## config.mk

```make
export PLATFORM = sky130hd
export DESIGN_NAME = svac_emit
export DESIGN_NICKNAME = d
export VERILOG_FILES = /design/src/sv/su3_link_vector_accumulate_core_defines.svh /design/src/sv/svac_pkg.sv /design/src/sv/svac_emit.sv
export SDC_FILE = /design/constraint.sdc
export NUM_CORES = 1
export LEC_CHECK = 0
export BUFFER_PORTS_ARGS = -buffer_cell sky130_fd_sc_hd__buf_2
export CAP_MARGIN = 20
export CORE_AREA = 2 2 196 198
export CTS_BUF_LIST = sky130_fd_sc_hd__clkbuf_4 sky130_fd_sc_hd__clkbuf_8 sky130_fd_sc_hd__clkbuf_16
export DETAILED_ROUTE_END_ITERATION = 10
export DIE_AREA = 0 0 198 200
export GPL_TIMING_DRIVEN = 1
export PLACE_DENSITY = 0.65
export SLEW_MARGIN = 10
export SYNTH_ARGS = -nofsm -noshare
export SYNTH_HDL_FRONTEND = slang
export SYNTH_SLANG_ARGS = --single-unit
```

## constraint.sdc

```tcl
create_clock -name aclk -period 30.5 [get_ports aclk]
set_input_delay 3.05 -clock aclk [delete_from_list [all_inputs] [get_ports aclk]]
set_output_delay 3.05 -clock aclk [all_outputs]
set_load 0.03 [all_outputs]
```

## src/sv/su3_link_vector_accumulate_core_defines.svh

```systemverilog
// assertion macros shared by the link vector accumulate rtl
// no dependencies; define ASSERT_OFF to compile the checks away
`ifndef SU3_LINK_VECTOR_ACCUMULATE_CORE_DEFINES_SVH
`define SU3_LINK_VECTOR_ACCUMULATE_CORE_DEFINES_SVH

`ifndef ASSERT_OFF

// antecedent in one cycle implies consequent in the same cycle
`define SVAC_ASSERT_IMPL(label, clk, rstn, ante, cons) \
    label: assert property (@(posedge clk) disable iff (!(rstn)) (ante) |-> (cons)) \
        else $error("assertion failed");

// antecedent in one cycle implies consequent in the next cycle
`define SVAC_ASSERT_NEXT(label, clk, rstn, ante, cons) \
    label: assert property (@(posedge clk) disable iff (!(rstn)) (ante) |=> (cons)) \
        else $error("assertion failed");

`else

`define SVAC_ASSERT_IMPL(label, clk, rstn, ante, cons)
`define SVAC_ASSERT_NEXT(label, clk, rstn, ante, cons)

`endif

`endif

```

## src/sv/svac_pkg.sv

```systemverilog
// shared types and constants for the link vector accumulate block
// no dependencies
package svac_pkg;

    // width of one real fixed point word on the ports
    localparam int DATA_W = 32;

    // full width of one exact 32x32 signed product
    localparam int PROD_W = 2 * DATA_W;

    // number of colour rows, one mac lane each
    localparam int NUM_ROWS = 3;

    // configuration register indexes (paddr[2])
    localparam logic REG_DAGGER = 1'b0;

    // pipeline control handed from the top level to every lane
    typedef struct packed {
        logic adv;    // whole pipeline moves this cycle
        logic v2;     // product sum stage holds an item
        logic last2;  // that item closes its site
    } svac_ctrl_t;

endpackage

```

## src/sv/svac_emit.sv

```systemverilog
// merge stage: negate and saturate the lane sums, hold them in the output register
// depends on svac_pkg
module svac_emit #(
    parameter int ACC_BITS = 48
) (
    input  logic                                    aclk,
    input  logic                                    aresetn,
    input  logic [ACC_BITS-1:0]                     fin_re [svac_pkg::NUM_ROWS],
    input  logic [ACC_BITS-1:0]                     fin_im [svac_pkg::NUM_ROWS],
    input  logic                                    fin_valid,
    input  logic                                    dagger,
    output logic                                    adv,
    output logic                                    m_tvalid,
    input  logic                                    m_tready,
    output logic [2*svac_pkg::NUM_ROWS*svac_pkg::DATA_W-1:0] m_tdata
);

    localparam int DW    = svac_pkg::DATA_W;
    localparam int OUT_W = 2 * svac_pkg::NUM_ROWS * DW;
    localparam logic signed [ACC_BITS:0] SAT_MAX =
        {{(ACC_BITS + 2 - DW){1'b0}}, {(DW - 1){1'b1}}};
    localparam logic signed [ACC_BITS:0] SAT_MIN =
        {{(ACC_BITS + 2 - DW){1'b1}}, {(DW - 1){1'b0}}};

    logic             out_valid_reg;
    logic [OUT_W-1:0] out_data_reg, out_data_next;
    logic             out_free, fin_move;

    // optional negation then clamp to the 32-bit range
    function automatic logic [DW-1:0] sat_neg(input logic [ACC_BITS-1:0] v,
                                              input logic neg);
        logic signed [ACC_BITS:0] w;
        logic        [DW-1:0]     r;
        w = $signed({v[ACC_BITS-1], v});
        if (neg) begin
            w = -w;
        end
        if (w > SAT_MAX) begin
            r = SAT_MAX[DW-1:0];
        end else if (w < SAT_MIN) begin
            r = SAT_MIN[DW-1:0];
        end else begin
            r = w[DW-1:0];
        end
        return r;
    endfunction

    // pack the three colour sums, sum0_re lowest
    always_comb begin
        out_data_next = '0;
        for (int r = 0; r < svac_pkg::NUM_ROWS; r++) begin
            out_data_next[(2 * r) * DW +: DW]     = sat_neg(fin_re[r], dagger);
            out_data_next[(2 * r + 1) * DW +: DW] = sat_neg(fin_im[r], dagger);
        end
    end

    // the pipeline stalls only when both the final sums and the output are held
    always_comb begin
        out_free = !out_valid_reg || m_tready;
        fin_move = fin_valid && out_free;
        adv      = !fin_valid || out_free;
    end

    // output register
    always_ff @(posedge aclk) begin
        if (!aresetn) begin
            out_valid_reg <= 1'b0;
        end else if (fin_move) begin
            out_valid_reg <= 1'b1;
        end else if (m_tready) begin
            out_valid_reg <= 1'b0;
        end
    end

    always_ff @(posedge aclk) begin
        if (fin_move) begin
            out_data_reg <= out_data_next;
        end
    end

    assign m_tvalid = out_valid_reg;
    assign m_tdata  = out_data_reg;

endmodule

```

==> metrics, run 1 <==
DRT iter0 DRCs=1304; critical path launch point type=input port; most common cell after layout, fill and taps aside=buf_2; global-route wire length before repair=83.0 mm; crit share post-route=0.223; switching share of power=0.334; clock latency on the worst-skew pair=470 ps; crit path time final=6800 ps; most frequent cells in the layout=buf_2 (485), xor2_1 (219), o21ai_0 (199); final WL=54.2 mm; share of total power in combinational logic=0.273; Post-CTS Hold Fix Bufs=0; post-synth cell types=76; CP Capture Type=flip-flop; die width=198 µm; Clk pwr share=0.309; Clock Path Buffers=2; Leakage=6.85 nW; share of cells above drive strength 1=0.269; TritonRoute pass-1 iters=5; DRC errors left=0; RSZ-0062 raised after global routing=false; number of global-route vias before repair=15137; routed vias=16128; Synth Area in Adders=0.00484; skew final=12.0 ps; area grow syn2layout=22.4%; Place WS=23320 ps; number of CTS-inserted buffers=17; fraction of registers with async set/reset=0; # H-tree levels=4; XOR/XNOR Fraction of Synth Area=0.141; placed wire-length estimate=40.7 mm; Post-synth EDFFs=192; via/cell ratio=5.96; PwrDens=40.9 nW/µm²; Final Max Tran Viols=0; Core Util, Final=0.508; Pint=0.000517 W; top_reg_cell synth=edfxtp_1; final worst slack=23700 ps; Setup Buffers After CTS=0; synthesized net count=2053; post-cts resize count=0; fmax=147 MHz; gr usage total=0.265; chip height=200 µm; post-synthesis mux area share=0.0129; VDD IR max=42.0 µV; main combinational cell family by area after synthesis=simple AND/OR/NAND/NOR gates; CTS tree=built; endpoints failing hold=0; # clock sinks=193; critical path type=in -> reg; initial antenna violation count=13; simple-gate share of the synthesized area=0.223; Ports=487; Rel. slew slack=0.251; Seq pwr share=0.418; wire per inst=20.0 µm; sw power=0.000259 W; register area share after synthesis=0.373; GPL Wtd Cong=0.929; Nets=2466; yosys warns=0; Hold Crit Class=reg -> reg; initial core utilization=0.415; Worst EP required=30810 ps; Compound-Gate Fraction of Synth Area=0.210; Clock transition at path regs=70 ps; Syn Inst Count=1754; Worst Path Max Fanout=18; Port Buffers=486; hold_ws=695 ps; arrival time at the worst endpoint=7110 ps; Setup TNS=0 ps; Slew @ Worst Pin=1110 ps; full die area=39600 µm²; # setup viols final=0; Final ANT Viol Nets=0; #FFs+latches synth=193; total grt overflow=0; final-layout fill cell count=3582; synthesized area per cell=8.84 µm²; num rows=71; clock root buffer=clkbuf_16; outcome=finished, final reports clean; pin count of the biggest net entering global routing=121; max-capacitance violation count=0; Mapped Area=15500 µm²; Core ar.=37400 µm²
==> power by group through the flow <==
stage	Combinational, W	Clock (W)	Sequential, W
3_5_place_dp	0.000210	0	0.000330
4_1_cts	0.000210	0.000244	0.000324
5_1_grt	0.000230	0.000252	0.000326
3_3_place_gp	0.000206	0	0.000330
2_1_floorplan	0.0000896	0	0.000375
6_report	0.000212	0.000240	0.000324
==> final cells by class <==
class                           count  area, µm²  share of cell area
Multi-Input combinational cell   1421       9220               0.486
Sequential cell                   193       5790               0.305
Timing Repair Buffer              508       2620               0.138
Tap cell                          511        639              0.0337
Clock buffer                       18        433              0.0228
Clock inverter                     14        161             0.00850
Inverter                           26       97.6             0.00514
Antenna cell                       13       32.5             0.00171
==> metrics by stage <==
stage	cell area, µm²	instances	total power [W]
after detailed placement	18300	2658	0.000540
after CTS	18900	2690	0.000779
after global placement	18300	2657	0.000536
final	19000	2704	0.000776
after floorplan	15500	1754	0.000465
after global routing	19000	2699	0.000808
==> state kept, by name, summed over array words and instances (netlist names) <==
register / count
m_tvalid: 1
m_tdata: 192
==> worst max-delay path: stages <==
cell	delay, ps
buf_2	110
inv_1	70
ha_1	190
or4b_2	630
nor4_1	660
nand3_1	360
o31ai_1	420
xnor2_1	240
nor4b_1	370
a41oi_2	440
buf_4	350
o21ai_0	200
==> worst paths after layout <==
path | startpoint | to | cells after the start | slack [ps]
max | fin_re[48] | m_tdata[73]$_SDFFCE_PN1P_ | 12 | 23700
min | m_tvalid$_SDFFE_PN0P_ | m_tvalid$_SDFFE_PN0P_ | 2 | 700
max reg2reg | m_tvalid$_SDFFE_PN0P_ | m_tdata[69]$_SDFFCE_PN1P_ | 4 | 27970
min reg2reg | m_tvalid$_SDFFE_PN0P_ | m_tvalid$_SDFFE_PN0P_ | 2 | 700
==> cell usage after synthesis, drive strengths merged, types with 22 or more instances <==
master  number  share of area
a21oi       48          0.015
a31oi       41          0.017
buf         22         0.0073
clkbuf      92          0.022
edfxtp     192           0.37
inv         26         0.0063
nand2      108          0.026
nand3       35          0.011
nand4       45          0.018
nor2       136          0.033
nor3        56          0.018
nor4        66          0.027
o21ai      231          0.075
o31ai       78          0.038
o41ai       57          0.033
or3         34          0.014
or4         51          0.025
xnor2       31          0.018
xor2       219           0.12
==> metal layers <==
metal	global-route usage	vias to the layer above	wire length (µm)
met5	0	-	47
met3	0.0598	92	4410
li1	-	7626	-
met2	0.450	721	26300
met4	0.106	6	1340
met1	0.329	7683	22000
==> kinds of logic (layout without fill, tap and decap cells) <==
group	count (synthesis)	in the layout
compound gates	510	510
buf+inv	140	566
flops	193	193
mux	19	19
xor+xnor	250	250
other cells	0	13
simple gates	636	636
fa+ha+maj	6	6
Power figures use the tool's default switching activity.
==> run 2: changes to the inputs <==
Clock period 30.5 ns to 7 ns, I/O delays scaled along.
==> metrics, run 2 (synthesized netlist as in run 1, its figures left out) <==
critical path launch point type=input port; arrival time at the worst endpoint=4820 ps (-2290 ps); Post-CTS Hold Fix Bufs=0 (unchanged); full die area=39600 µm² (unchanged); most frequent cells in the layout=buf_2 (486), xor2_1 (219), o21ai_0 (199); final instance area=19000 µm² (about the same); crit share post-route=0.663; endpoints failing hold=0 (unchanged); number of CTS-inserted buffers=17 (unchanged); Final ANT Viol Nets=0 (unchanged); slowest cell on the critical path=nor4_1; crit path time final=4640 ps; DRT iter0 DRCs=1281 (-1.8%); outcome=finished, final reports clean; initial antenna violation count=20 (+7); via/cell ratio=5.93 (-0.56%); Nets=2465 (-0.041%); Setup Buffers After CTS=0 (unchanged); CTS tree=built; num rows=71 (unchanged); fmax=215 MHz; number of flip-flops in the largest register=192 (unchanged); Final Max Tran Viols=0 (unchanged); final worst slack=2360 ps (-21340 ps); initial core utilization=0.415 (unchanged); post-cts resize count=0 (unchanged); share of cells above drive strength 1=0.271 (+0.00150); Post-DP Area=18300 µm² (about the same); Worst Path Max Fanout=18 (unchanged); Clock Path Buffers=2 (unchanged); Placed Cells=2656 (-0.075%); worst r2r src=m_tvalid$_SDFFE_PN0P_; RSZ-0062 raised after global routing=false; clock root buffer=clkbuf_16; total grt overflow=0 (unchanged); # clock sinks=193 (unchanged); critical path type=in -> reg; area grow syn2layout=22.4% (about the same); Place WS=1750 ps (-21570 ps); PwrDens=176 nW/µm² (+330%); chip height=200 µm (unchanged); Port Buffers=486 (unchanged); global-route wire length before repair=81.8 mm (-1.4%); Leakage=6.86 nW (about the same); final WL=53.9 mm (-0.45%); TritonRoute pass-1 iters=5 (unchanged); Hold Crit Class=in -> reg; CP Capture Type=flip-flop; Ports=487 (unchanged); crit-path cells=buf_2 > inv_1 > ha_1 > or4b_2 > nor4_1 > a21oi_1 > a2111o_1 > a311oi_1 > nand4_1 > o41ai_4 > buf_4 > o21ai_0; Core ar.=37400 µm² (unchanged); Setup crit start=fin_re[48]; number of global-route vias before repair=15043 (-0.62%); skew final=11.2 ps (-0.817 ps); routed vias=16055 (-0.45%); clock latency on the worst-skew pair=480 ps (about the same); max-capacitance violation count=0 (unchanged); wire per inst=19.9 µm (-0.56%); # setup viols final=0 (unchanged); Worst EP required=7180 ps (-23630 ps); gr usage total=0.263 (-0.00274); Clock transition at path regs=80 ps (about the same); most common cell after layout, fill and taps aside=buf_2; fin cells=2707 (+0.11%); Tot Pwr=0.00334 W (+330%); GPL Wtd Cong=0.959 (+3.2%); # H-tree levels=4 (unchanged); die width=198 µm (unchanged); Slew @ Worst Pin=1090 ps (-27.1 ps); placed wire-length estimate=40.7 mm (about the same); DRC errors left=0 (unchanged); Hold Startpoint=aresetn; Setup TNS=0 ps (unchanged); VDD IR max=187 µV (+340%); Rel. slew slack=0.276 (+0.0249); pin count of the biggest net entering global routing=85 (-30%); max incr delay on CP=820 ps (+160 ps)
## run 2: changes by cell type in the layout (fill, tap and decap cells not counted), moves of 2 or more
cell	delta
buf_4	-3
clkinv_4	+4
diode_2	+4
inv_6	+2
bufinv_16	-2
clkinvlp_4	-3
clkinv_1	-4
## run 2: power breakdown
group / internal (W) / switching, W
logic: 0.000297 / 0.000625
clock network: 0.000507 / 0.000498
registers: 0.00139 / 0.0000235
total: 0.00219 / 0.00115
## run 2: layer usage
layer	up-vias	routed length (µm)	GRT usage
li1	7608	-	-
met1	7647	21600	0.319
met2	677	26100	0.442
met3	111	4510	0.0660
met4	12	1660	0.117
met5	-	78	0
## run 2: per-stage QoR
step,hold WS [ps],util
after floorplan,785,-
after global placement,660,0.490
after detailed placement,678,0.490
after CTS,406,0.506
after global routing,417,0.507
final,431,0.508
## run 2: critical path: cells and delay by family
kind | cells | cell delay, ps
adders and majority gates | 1 | 170
and+or+nand+nor | 3 | 1660
AOI/OAI and AO/OA | 5 | 1760
buffers and inverters | 3 | 520
## run 2: worst paths after layout
| check | end | slack [ps] | depth (start not counted) |
|---|---|---|---|
| min reg2reg | m_tvalid$_SDFFE_PN0P_ | 680 | 2 |
| min | m_tvalid$_SDFFE_PN0P_ | 430 | 2 |
| max | m_tdata[67]$_SDFFCE_PN1P_ | 2360 | 12 |
| max reg2reg | m_tdata[76]$_SDFFCE_PN1P_ | 4560 | 4 |
## run 2: final cells by class
| cell class | count | area (µm²) |
|---|---|---|
| clock buffer | 18 | 433 |
| tap | 511 | 639 |
| inverter | 26 | 97.6 |
| sequential | 193 | 5790 |
| fill | 3550 | 18400 |
| timing repair buffer | 507 | 2620 |
| multi-input combinational | 1421 | 9230 |
| antenna | 17 | 42.5 |
| clock inverter | 14 | 149 |
